===== config.mk =====
export PLATFORM = sky130hd
export DESIGN_NAME = rte_matrix
export DESIGN_NICKNAME = d
export VERILOG_FILES = /design/src/hw/rtl/rte_pkg.sv /design/src/hw/rtl/rte_matrix.sv
export SDC_FILE = /design/constraint.sdc
export NUM_CORES = 2
export LEC_CHECK = 0
export ABC_CLOCK_PERIOD_IN_PS = 12500
export BUFFER_PORTS_ARGS = -buffer_cell sky130_fd_sc_hd__buf_4
export CAP_MARGIN = 30
export CORE_MARGIN = 2
export CORE_UTILIZATION = 23
export DETAILED_ROUTE_END_ITERATION = 6
export GPL_ROUTABILITY_DRIVEN = 0
export SYNTH_ARGS = -nofsm -noshare
export SYNTH_HDL_FRONTEND = slang
export SYNTH_SLANG_ARGS = --single-unit

===== constraint.sdc =====
create_clock -name clk -period 12.5 [get_ports clk]
set_input_delay 2.5 -clock clk [delete_from_list [all_inputs] [get_ports clk]]
set_output_delay 2.5 -clock clk [all_outputs]
set_load 0.05 [all_outputs]

===== src/hw/rtl/rte_pkg.sv =====
// Shared package for the rigid transform block: widths, register indexes,
// CORDIC constants, the arctangent table and the interface types.
// No dependencies.
`default_nettype none
package rte_pkg;

	localparam int CORDIC_STEPS    = 16;
	localparam int COORD_FRAC_BITS = 16;
	localparam int ATAN_LEN        = 24;
	localparam int CORDIC_ITERS    = (CORDIC_STEPS < ATAN_LEN) ? CORDIC_STEPS : ATAN_LEN;
	localparam int STEP_W          = $clog2(ATAN_LEN);

	localparam int ANG_W   = 16;
	localparam int COORD_W = 32;
	localparam int CFG_W   = 32;
	localparam int IDX_W   = 3;
	localparam int CZ_W    = 34;   // CORDIC x, y, z working width
	localparam int TRIG_W  = 32;   // stored sine and cosine
	localparam int COEF_W  = 33;   // matrix coefficients
	localparam int DIFF_W  = COORD_W + 1;
	localparam int PROD_W  = COEF_W + DIFF_W;
	localparam int RND_W   = PROD_W - 30;
	localparam int ACC_W   = RND_W + 2;

	localparam logic signed [CZ_W-1:0] GAIN_Q30     = CZ_W'(652032874);
	localparam logic signed [CZ_W-1:0] QUARTER_TURN = CZ_W'(64'sd1 <<< 30);
	localparam logic signed [CZ_W-1:0] HALF_TURN    = CZ_W'(64'sd1 <<< 31);

	localparam logic [IDX_W-1:0] REG_ROLL    = 3'd0;
	localparam logic [IDX_W-1:0] REG_PITCH   = 3'd1;
	localparam logic [IDX_W-1:0] REG_YAW     = 3'd2;
	localparam logic [IDX_W-1:0] REG_OFFSET_X = 3'd3;
	localparam logic [IDX_W-1:0] REG_OFFSET_Y = 3'd4;
	localparam logic [IDX_W-1:0] REG_OFFSET_Z = 3'd5;
	localparam logic [IDX_W-1:0] REG_INVERSE = 3'd6;

	typedef logic signed [COEF_W-1:0]  coef_t;
	typedef logic signed [COORD_W-1:0] coord_t;
	typedef logic signed [ANG_W-1:0]   angle_t;
	typedef coef_t mat_t [3][3];

	typedef struct {
		mat_t   mat;
		coord_t offset [3];
		logic   inverse;
	} xform_t;

	// arctangent of 2^-i, pi = 2^31
	function automatic logic [31:0] atan_lut(input logic [STEP_W-1:0] i);
		logic [31:0] v;
		case (i)
			5'd0:  v = 32'd536870912;
			5'd1:  v = 32'd316933406;
			5'd2:  v = 32'd167458907;
			5'd3:  v = 32'd85004756;
			5'd4:  v = 32'd42667331;
			5'd5:  v = 32'd21354465;
			5'd6:  v = 32'd10679838;
			5'd7:  v = 32'd5340245;
			5'd8:  v = 32'd2670163;
			5'd9:  v = 32'd1335087;
			5'd10: v = 32'd667544;
			5'd11: v = 32'd333772;
			5'd12: v = 32'd166886;
			5'd13: v = 32'd83443;
			5'd14: v = 32'd41722;
			5'd15: v = 32'd20861;
			5'd16: v = 32'd10430;
			5'd17: v = 32'd5215;
			5'd18: v = 32'd2608;
			5'd19: v = 32'd1304;
			5'd20: v = 32'd652;
			5'd21: v = 32'd326;
			5'd22: v = 32'd163;
			5'd23: v = 32'd81;
			default: v = 32'd0;
		endcase
		return v;
	endfunction

endpackage
`default_nettype wire


===== src/hw/rtl/rte_matrix.sv =====
// Rotation matrix builder: shared iterative CORDIC for the three angles,
// then one shared multiplier forms the Z-Y-X matrix entries. Uses rte_pkg.
`default_nettype none
module rte_matrix (
	input  wire logic             clk,
	input  wire logic             arst_n,
	input  wire logic             start,
	input  rte_pkg::angle_t       roll,
	input  rte_pkg::angle_t       pitch,
	input  rte_pkg::angle_t       yaw,
	output rte_pkg::mat_t         mat,
	output logic                  ready
);

	typedef enum logic [4:0] {
		ST_LOAD = 5'b00001,
		ST_ITER = 5'b00010,
		ST_MULT = 5'b00100,
		ST_SUM  = 5'b01000,
		ST_DONE = 5'b10000
	} mst_t;

	localparam int NPROD = 14;
	localparam logic [3:0] LAST_MSTEP = 4'(NPROD - 1);
	localparam logic [rte_pkg::STEP_W-1:0] LAST_STEP =
		rte_pkg::STEP_W'(rte_pkg::CORDIC_ITERS - 1);
	localparam logic signed [65:0] RND_HALF = 66'sd1 <<< 29;

	// trig index: 0 roll, 1 pitch, 2 yaw
	localparam logic [1:0] A_ROLL = 2'd0;
	localparam logic [1:0] A_PITCH = 2'd1;
	localparam logic [1:0] A_YAW = 2'd2;

	mst_t state_q;
	logic [1:0] ang_q;
	logic [rte_pkg::STEP_W-1:0] step_q;
	logic [3:0] mstep_q;
	logic signed [rte_pkg::CZ_W-1:0] x_q, y_q, z_q;
	logic neg_q;
	logic signed [rte_pkg::TRIG_W-1:0] sin_q [3];
	logic signed [rte_pkg::TRIG_W-1:0] cos_q [3];
	rte_pkg::coef_t prod_q [NPROD];
	rte_pkg::mat_t mat_q;

	logic signed [rte_pkg::CZ_W-1:0] z_in, z_fold, xs, ys, atn, nx, ny, nz, fx, fy;
	logic fold;
	rte_pkg::angle_t ang_sel;
	rte_pkg::coef_t op_a, op_b, sr, cr, sp, cp, sy, cy;
	logic signed [65:0] mprod, mrnd;

	always_comb begin
		case (ang_q)
			A_ROLL:  ang_sel = roll;
			A_PITCH: ang_sel = pitch;
			default: ang_sel = yaw;
		endcase
		z_in = {{(rte_pkg::CZ_W-32){ang_sel[15]}}, ang_sel, 16'd0};
		fold = 1'b0;
		z_fold = z_in;
		if (z_in > rte_pkg::QUARTER_TURN) begin
			z_fold = z_in - rte_pkg::HALF_TURN;
			fold = 1'b1;
		end else if (z_in < -rte_pkg::QUARTER_TURN) begin
			z_fold = z_in + rte_pkg::HALF_TURN;
			fold = 1'b1;
		end
	end

	// one CORDIC micro-rotation
	always_comb begin
		xs = x_q >>> step_q;
		ys = y_q >>> step_q;
		atn = rte_pkg::CZ_W'(rte_pkg::atan_lut(step_q));
		if (!z_q[rte_pkg::CZ_W-1]) begin
			nx = x_q - ys;
			ny = y_q + xs;
			nz = z_q - atn;
		end else begin
			nx = x_q + ys;
			ny = y_q - xs;
			nz = z_q + atn;
		end
		fx = neg_q ? -nx : nx;
		fy = neg_q ? -ny : ny;
	end

	always_comb begin
		sr = rte_pkg::COEF_W'(sin_q[A_ROLL]);
		cr = rte_pkg::COEF_W'(cos_q[A_ROLL]);
		sp = rte_pkg::COEF_W'(sin_q[A_PITCH]);
		cp = rte_pkg::COEF_W'(cos_q[A_PITCH]);
		sy = rte_pkg::COEF_W'(sin_q[A_YAW]);
		cy = rte_pkg::COEF_W'(cos_q[A_YAW]);
		case (mstep_q)
			4'd0:  begin op_a = cy;         op_b = cp; end
			4'd1:  begin op_a = cy;         op_b = sp; end
			4'd2:  begin op_a = prod_q[1];  op_b = sr; end
			4'd3:  begin op_a = sy;         op_b = cr; end
			4'd4:  begin op_a = prod_q[1];  op_b = cr; end
			4'd5:  begin op_a = sy;         op_b = sr; end
			4'd6:  begin op_a = sy;         op_b = cp; end
			4'd7:  begin op_a = sy;         op_b = sp; end
			4'd8:  begin op_a = prod_q[7];  op_b = sr; end
			4'd9:  begin op_a = cy;         op_b = cr; end
			4'd10: begin op_a = prod_q[7];  op_b = cr; end
			4'd11: begin op_a = cy;         op_b = sr; end
			4'd12: begin op_a = cp;         op_b = sr; end
			4'd13: begin op_a = cp;         op_b = cr; end
			default: begin op_a = '0;       op_b = '0; end
		endcase
		mprod = 66'(op_a) * 66'(op_b);
		mrnd  = (mprod + RND_HALF) >>> 30;
	end

	always_ff @(posedge clk or negedge arst_n) begin
		if (!arst_n) begin
			state_q <= ST_LOAD;
			ang_q   <= A_ROLL;
			step_q  <= '0;
			mstep_q <= '0;
		end else if (start) begin
			state_q <= ST_LOAD;
			ang_q   <= A_ROLL;
		end else begin
			case (state_q)
				ST_LOAD: begin
					step_q  <= '0;
					state_q <= ST_ITER;
				end
				ST_ITER: begin
					step_q <= step_q + 1'b1;
					if (step_q == LAST_STEP) begin
						if (ang_q == A_YAW) begin
							mstep_q <= '0;
							state_q <= ST_MULT;
						end else begin
							ang_q   <= ang_q + 1'b1;
							state_q <= ST_LOAD;
						end
					end
				end
				ST_MULT: begin
					mstep_q <= mstep_q + 1'b1;
					if (mstep_q == LAST_MSTEP)
						state_q <= ST_SUM;
				end
				ST_SUM:  state_q <= ST_DONE;
				ST_DONE: state_q <= ST_DONE;
				default: state_q <= ST_LOAD;
			endcase
		end
	end

	always_ff @(posedge clk) begin
		if (state_q == ST_LOAD) begin
			x_q   <= rte_pkg::GAIN_Q30;
			y_q   <= '0;
			z_q   <= z_fold;
			neg_q <= fold;
		end else if (state_q == ST_ITER) begin
			x_q <= nx;
			y_q <= ny;
			z_q <= nz;
			if (step_q == LAST_STEP) begin
				cos_q[ang_q] <= rte_pkg::TRIG_W'(fx);
				sin_q[ang_q] <= rte_pkg::TRIG_W'(fy);
			end
		end
		if (state_q == ST_MULT)
			prod_q[mstep_q] <= rte_pkg::COEF_W'(mrnd);
		mat_q[0][0] <= prod_q[0];
		mat_q[0][1] <= prod_q[2] - prod_q[3];
		mat_q[0][2] <= prod_q[4] + prod_q[5];
		mat_q[1][0] <= prod_q[6];
		mat_q[1][1] <= prod_q[8] + prod_q[9];
		mat_q[1][2] <= prod_q[10] - prod_q[11];
		mat_q[2][0] <= -sp;
		mat_q[2][1] <= prod_q[12];
		mat_q[2][2] <= prod_q[13];
	end

	assign mat   = mat_q;
	assign ready = (state_q == ST_DONE);

	a_restart_clears_ready: assert property (@(posedge clk) disable iff (!arst_n)
		start |=> !ready) else $error("matrix ready right after restart");
	a_done_from_sum: assert property (@(posedge clk) disable iff (!arst_n)
		$rose(ready) |-> $past(state_q) == ST_SUM) else $error("ready without sum cycle");

endmodule
`default_nettype wire


==> results.yml <==
status:
  status: "finished, violations left"
  violations: "DRC"
clock_tree:
  cts.sinks: 1070
  cts_made_buffers: 108
  root_buffer: "clkbuf_16"
  post_cts_buffers: 0
  cts_htree_levels: 3
  cts_tree: "done"
  insertion_delay_ns: 0.83
  cts_hold_buf: 0
  cts.clk_slew.worst_paths_ns: 0.06
  cts_resized: 0
  clockBufferDepth: 3
synthesis:
  synth-xor-area-share: 0.0426
  synth_edf_count: 689
  synthSimpleGateAreaFrac: 0.112
  synth.avg_cell_area_sq_um: 10.4
  synthAdderAreaFrac: 0.319
  yosys.cell_types.count: 96
  synth_compound_area_frac: 0.0983
  synth-seq-cells: 1070
  synth_warnings: 0
  yosys-mux-area-fraction: 0.0326
  async_flop_share: 0.0150
  netlist_area_sq_um: 87900
  synth_top_family_by_area: "adder cells"
  seq_area_frac_synth: 0.323
  syn_nets: 10100
  yosys_most_used_dff: "edfxtp_1"
  netlist_instances: 8458
layout:
  nets: 10400
  layout_common_cells: "1296 x inv_1, 1120 x fa_1, 897 x nand2_1"
  area_growth_pct: 16.1
  layout-drive-gt1-share: 0.117
  fillers: 40000
  seq_area_sq_um: 28400
  final_cells: 14000
  multi_input_area_sq_um: 53700
  fin_util: 0.268
  fin_area_sq_um: 102000
  layout_commonest_cell: "inv_1"
critical_path:
  critPathKind: "reg2reg"
  crit_slowest_cell: "a221oi_4"
  r2r_start: "mstep_q[0]$_DFFE_PN0P_"
  cp_common_cell: "fa_1"
  r2r_cells: 29
  max_stage_delay_ns: 0.87
  crit_fanout: 25
  reg2reg_setup_slack_ns: 0.57
  rr_endpoint: "prod_q[1][29]$_DFFE_PP_"
  crit_path_end_kind: "register"
  required_ns: 12.93
  worstPathArrival_ns: 12.36
  startpoint_type: "register"
pwr:
  p_leak_nw: 43.6
  p_total_mw: 15.8
  ir_drop_mv: 0.195
  p_per_area_nw_per_um2: 155
sta:
  fin_crit_ns: 11.93
  holdWs_ns: 0.275
  tightest_slew_ns: 1.12
  drv_slew: 0
  fin_crit_sh: 0.954
  setup_slack_ns: 0.574
  final.setup.tns_ns: 0
  final-setup-viol-count: 0
  fin_worst_skew_ns: 0.151
  max_freq_ghz: 0.0838
  relSlewSlack: 0.250
  finalHoldViolations: 0
  rsz0062_at_grt: "no"
placement:
  placed_cell_area_sq_um: 98000
  numPortBuffers: 348
  post-place-ws_ns: 0.535
  dpl.cell_count: 13700
  dp_hpwl_um: 238000
die:
  coreArea_sq_um: 381000
  die_height_um: 622
  initial_core_util: 0.231
  dieArea_sq_um: 387000
  num_rows: 227
  die_w_um: 622
  io_pins: 349
drt:
  drc: 4
  drt-wirelength-per-cell_um: 21.5
  vias: 65400
  vias_per_cell: 4.68
  first_pass_iters: 7
  postRouteAntennaNets: 0
  wirelength_um: 300000
  initialDrtViolationCount: 6616
worst_hold_path:
  hold_path.class: "reg2reg"
  hp-start: "prod_q[13][28]$_DFFE_PP_"
  holdPathEnd: "mat[28]$_DFF_P_"
  hold_depth: 0
global_routing:
  grt_first_pass_wirelength_um: 439000
  grt_antenna_before_repair: 15
  grt_usage: 0.152
  grt_pass1_vias: 65800
  grt_max_degree: 92
  grt_overflow_total: 0
job:
  maxCapViolations: 0
-- sequential cells by signal, summed over array words and instances, names as in the netlist, 2 cells and up --
register  count
prod_q      462
mat         297
cos_q        96
sin_q        96
x_q          34
y_q          34
z_q          34
state_q       5
step_q        5
mstep_q       4
ang_q         2
-- worst max-delay path by stage --
stage                                      start                  endpoint  slack, ns  depth (start not counted)
after global placement    mstep_q[1]$_DFFE_PN0P_  prod_q[13][32]$_DFFE_PP_       0.73                         33
final                     mstep_q[0]$_DFFE_PN0P_   prod_q[1][29]$_DFFE_PP_       0.57                         29
after floorplan           mstep_q[0]$_DFFE_PN0P_   prod_q[0][32]$_DFFE_PP_       2.02                         36
after detailed placement  mstep_q[1]$_DFFE_PN0P_  prod_q[13][32]$_DFFE_PP_       0.54                         33
after global routing      mstep_q[0]$_DFFE_PN0P_  prod_q[11][32]$_DFFE_PP_       0.09                         32
after CTS                 mstep_q[1]$_DFFE_PN0P_  prod_q[11][32]$_DFFE_PP_       0.50                         33
-- synth_stat cells, types with 13 or more instances --
cell / n / area share
fa_1: 1120 / 0.25
o21bai_1: 31 / 0.0026
nor2_1: 791 / 0.034
o21ai_0: 225 / 0.013
o21a_1: 55 / 0.0047
mux2_2: 29 / 0.0037
nor2b_1: 47 / 0.0033
a22o_1: 78 / 0.0078
nand4_1: 31 / 0.0022
xor2_1: 131 / 0.013
dfrtp_1: 15 / 0.0043
mux2i_1: 63 / 0.0072
a21o_1: 103 / 0.0088
a21oi_1: 353 / 0.020
inv_1: 1296 / 0.055
ha_1: 452 / 0.064
and3_1: 72 / 0.0051
nor3_1: 80 / 0.0046
o31ai_1: 25 / 0.0021
nor4_1: 26 / 0.0018
or4_1: 16 / 0.0014
dfxtp_1: 365 / 0.083
or3_1: 45 / 0.0032
nand3_1: 92 / 0.0052
a31oi_1: 60 / 0.0043
o22ai_1: 26 / 0.0018
and2_1: 52 / 0.0037
clkbuf_1: 278 / 0.012
nand2_1: 897 / 0.038
edfxtp_1: 689 / 0.24
a31o_2: 16 / 0.0016
xnor2_1: 295 / 0.029
a222oi_1: 36 / 0.0041
mux4_2: 80 / 0.020
a211oi_1: 26 / 0.0022
buf_4: 19 / 0.0016
a221oi_1: 39 / 0.0039
a221o_1: 33 / 0.0038
buf_1: 48 / 0.0020
a22oi_1: 13 / 0.0011
or2_2: 24 / 0.0017
o211ai_1: 33 / 0.0028
nand2b_1: 49 / 0.0035
-- where the power goes --
group / total, mW / leakage [nW] / internal [mW] / switching (mW)
Clock: 3.56 / 1.90 / 2.04 / 1.52
Sequential: 4.71 / 9.49 / 4.49 / 0.213
Combinational: 7.51 / 32.2 / 2.63 / 4.88
Total: 15.8 / 43.6 / 9.16 / 6.61
-- worst max-delay path, delay by kind of cell, from the launching register on --
kind | cells | cell delay [ns]
fa+ha+maj | 10 | 4.56
compound gates | 5 | 3.18
buf+inv | 8 | 1.17
simple gates | 4 | 1.02
mux | 1 | 0.66
xor+xnor | 1 | 0.59
flops | 1 | 0.43
-- metal layers --
| metal | track usage | routed length, um | up-vias |
|---|---|---|---|
| li1 | - | - | 28800 |
| met3 | 0.0312 | 25500 | 613 |
| met1 | 0.179 | 111000 | 33000 |
| met4 | 0.0810 | 18000 | 0 |
| met2 | 0.258 | 146000 | 3034 |
| met5 | 0 | 0 | - |
-- kinds of logic after synthesis --
group           Yosys count
compound gates         1286
xor+xnor                427
fa+ha+maj              1573
buf+inv                1662
flops                  1070
mux                     176
simple gates           2264
-- final cells by class --
cell class / instances / area share
tap: 5038 / 0.0618
inverter: 1301 / 0.0479
multi-input combinational: 5726 / 0.527
antenna: 34 / 0.000834
timing repair buffer: 609 / 0.0459
clock inverter: 74 / 0.00999
clock buffer: 132 / 0.0288
sequential: 1070 / 0.278
Note: power is estimated with default switching activity, not from simulation.
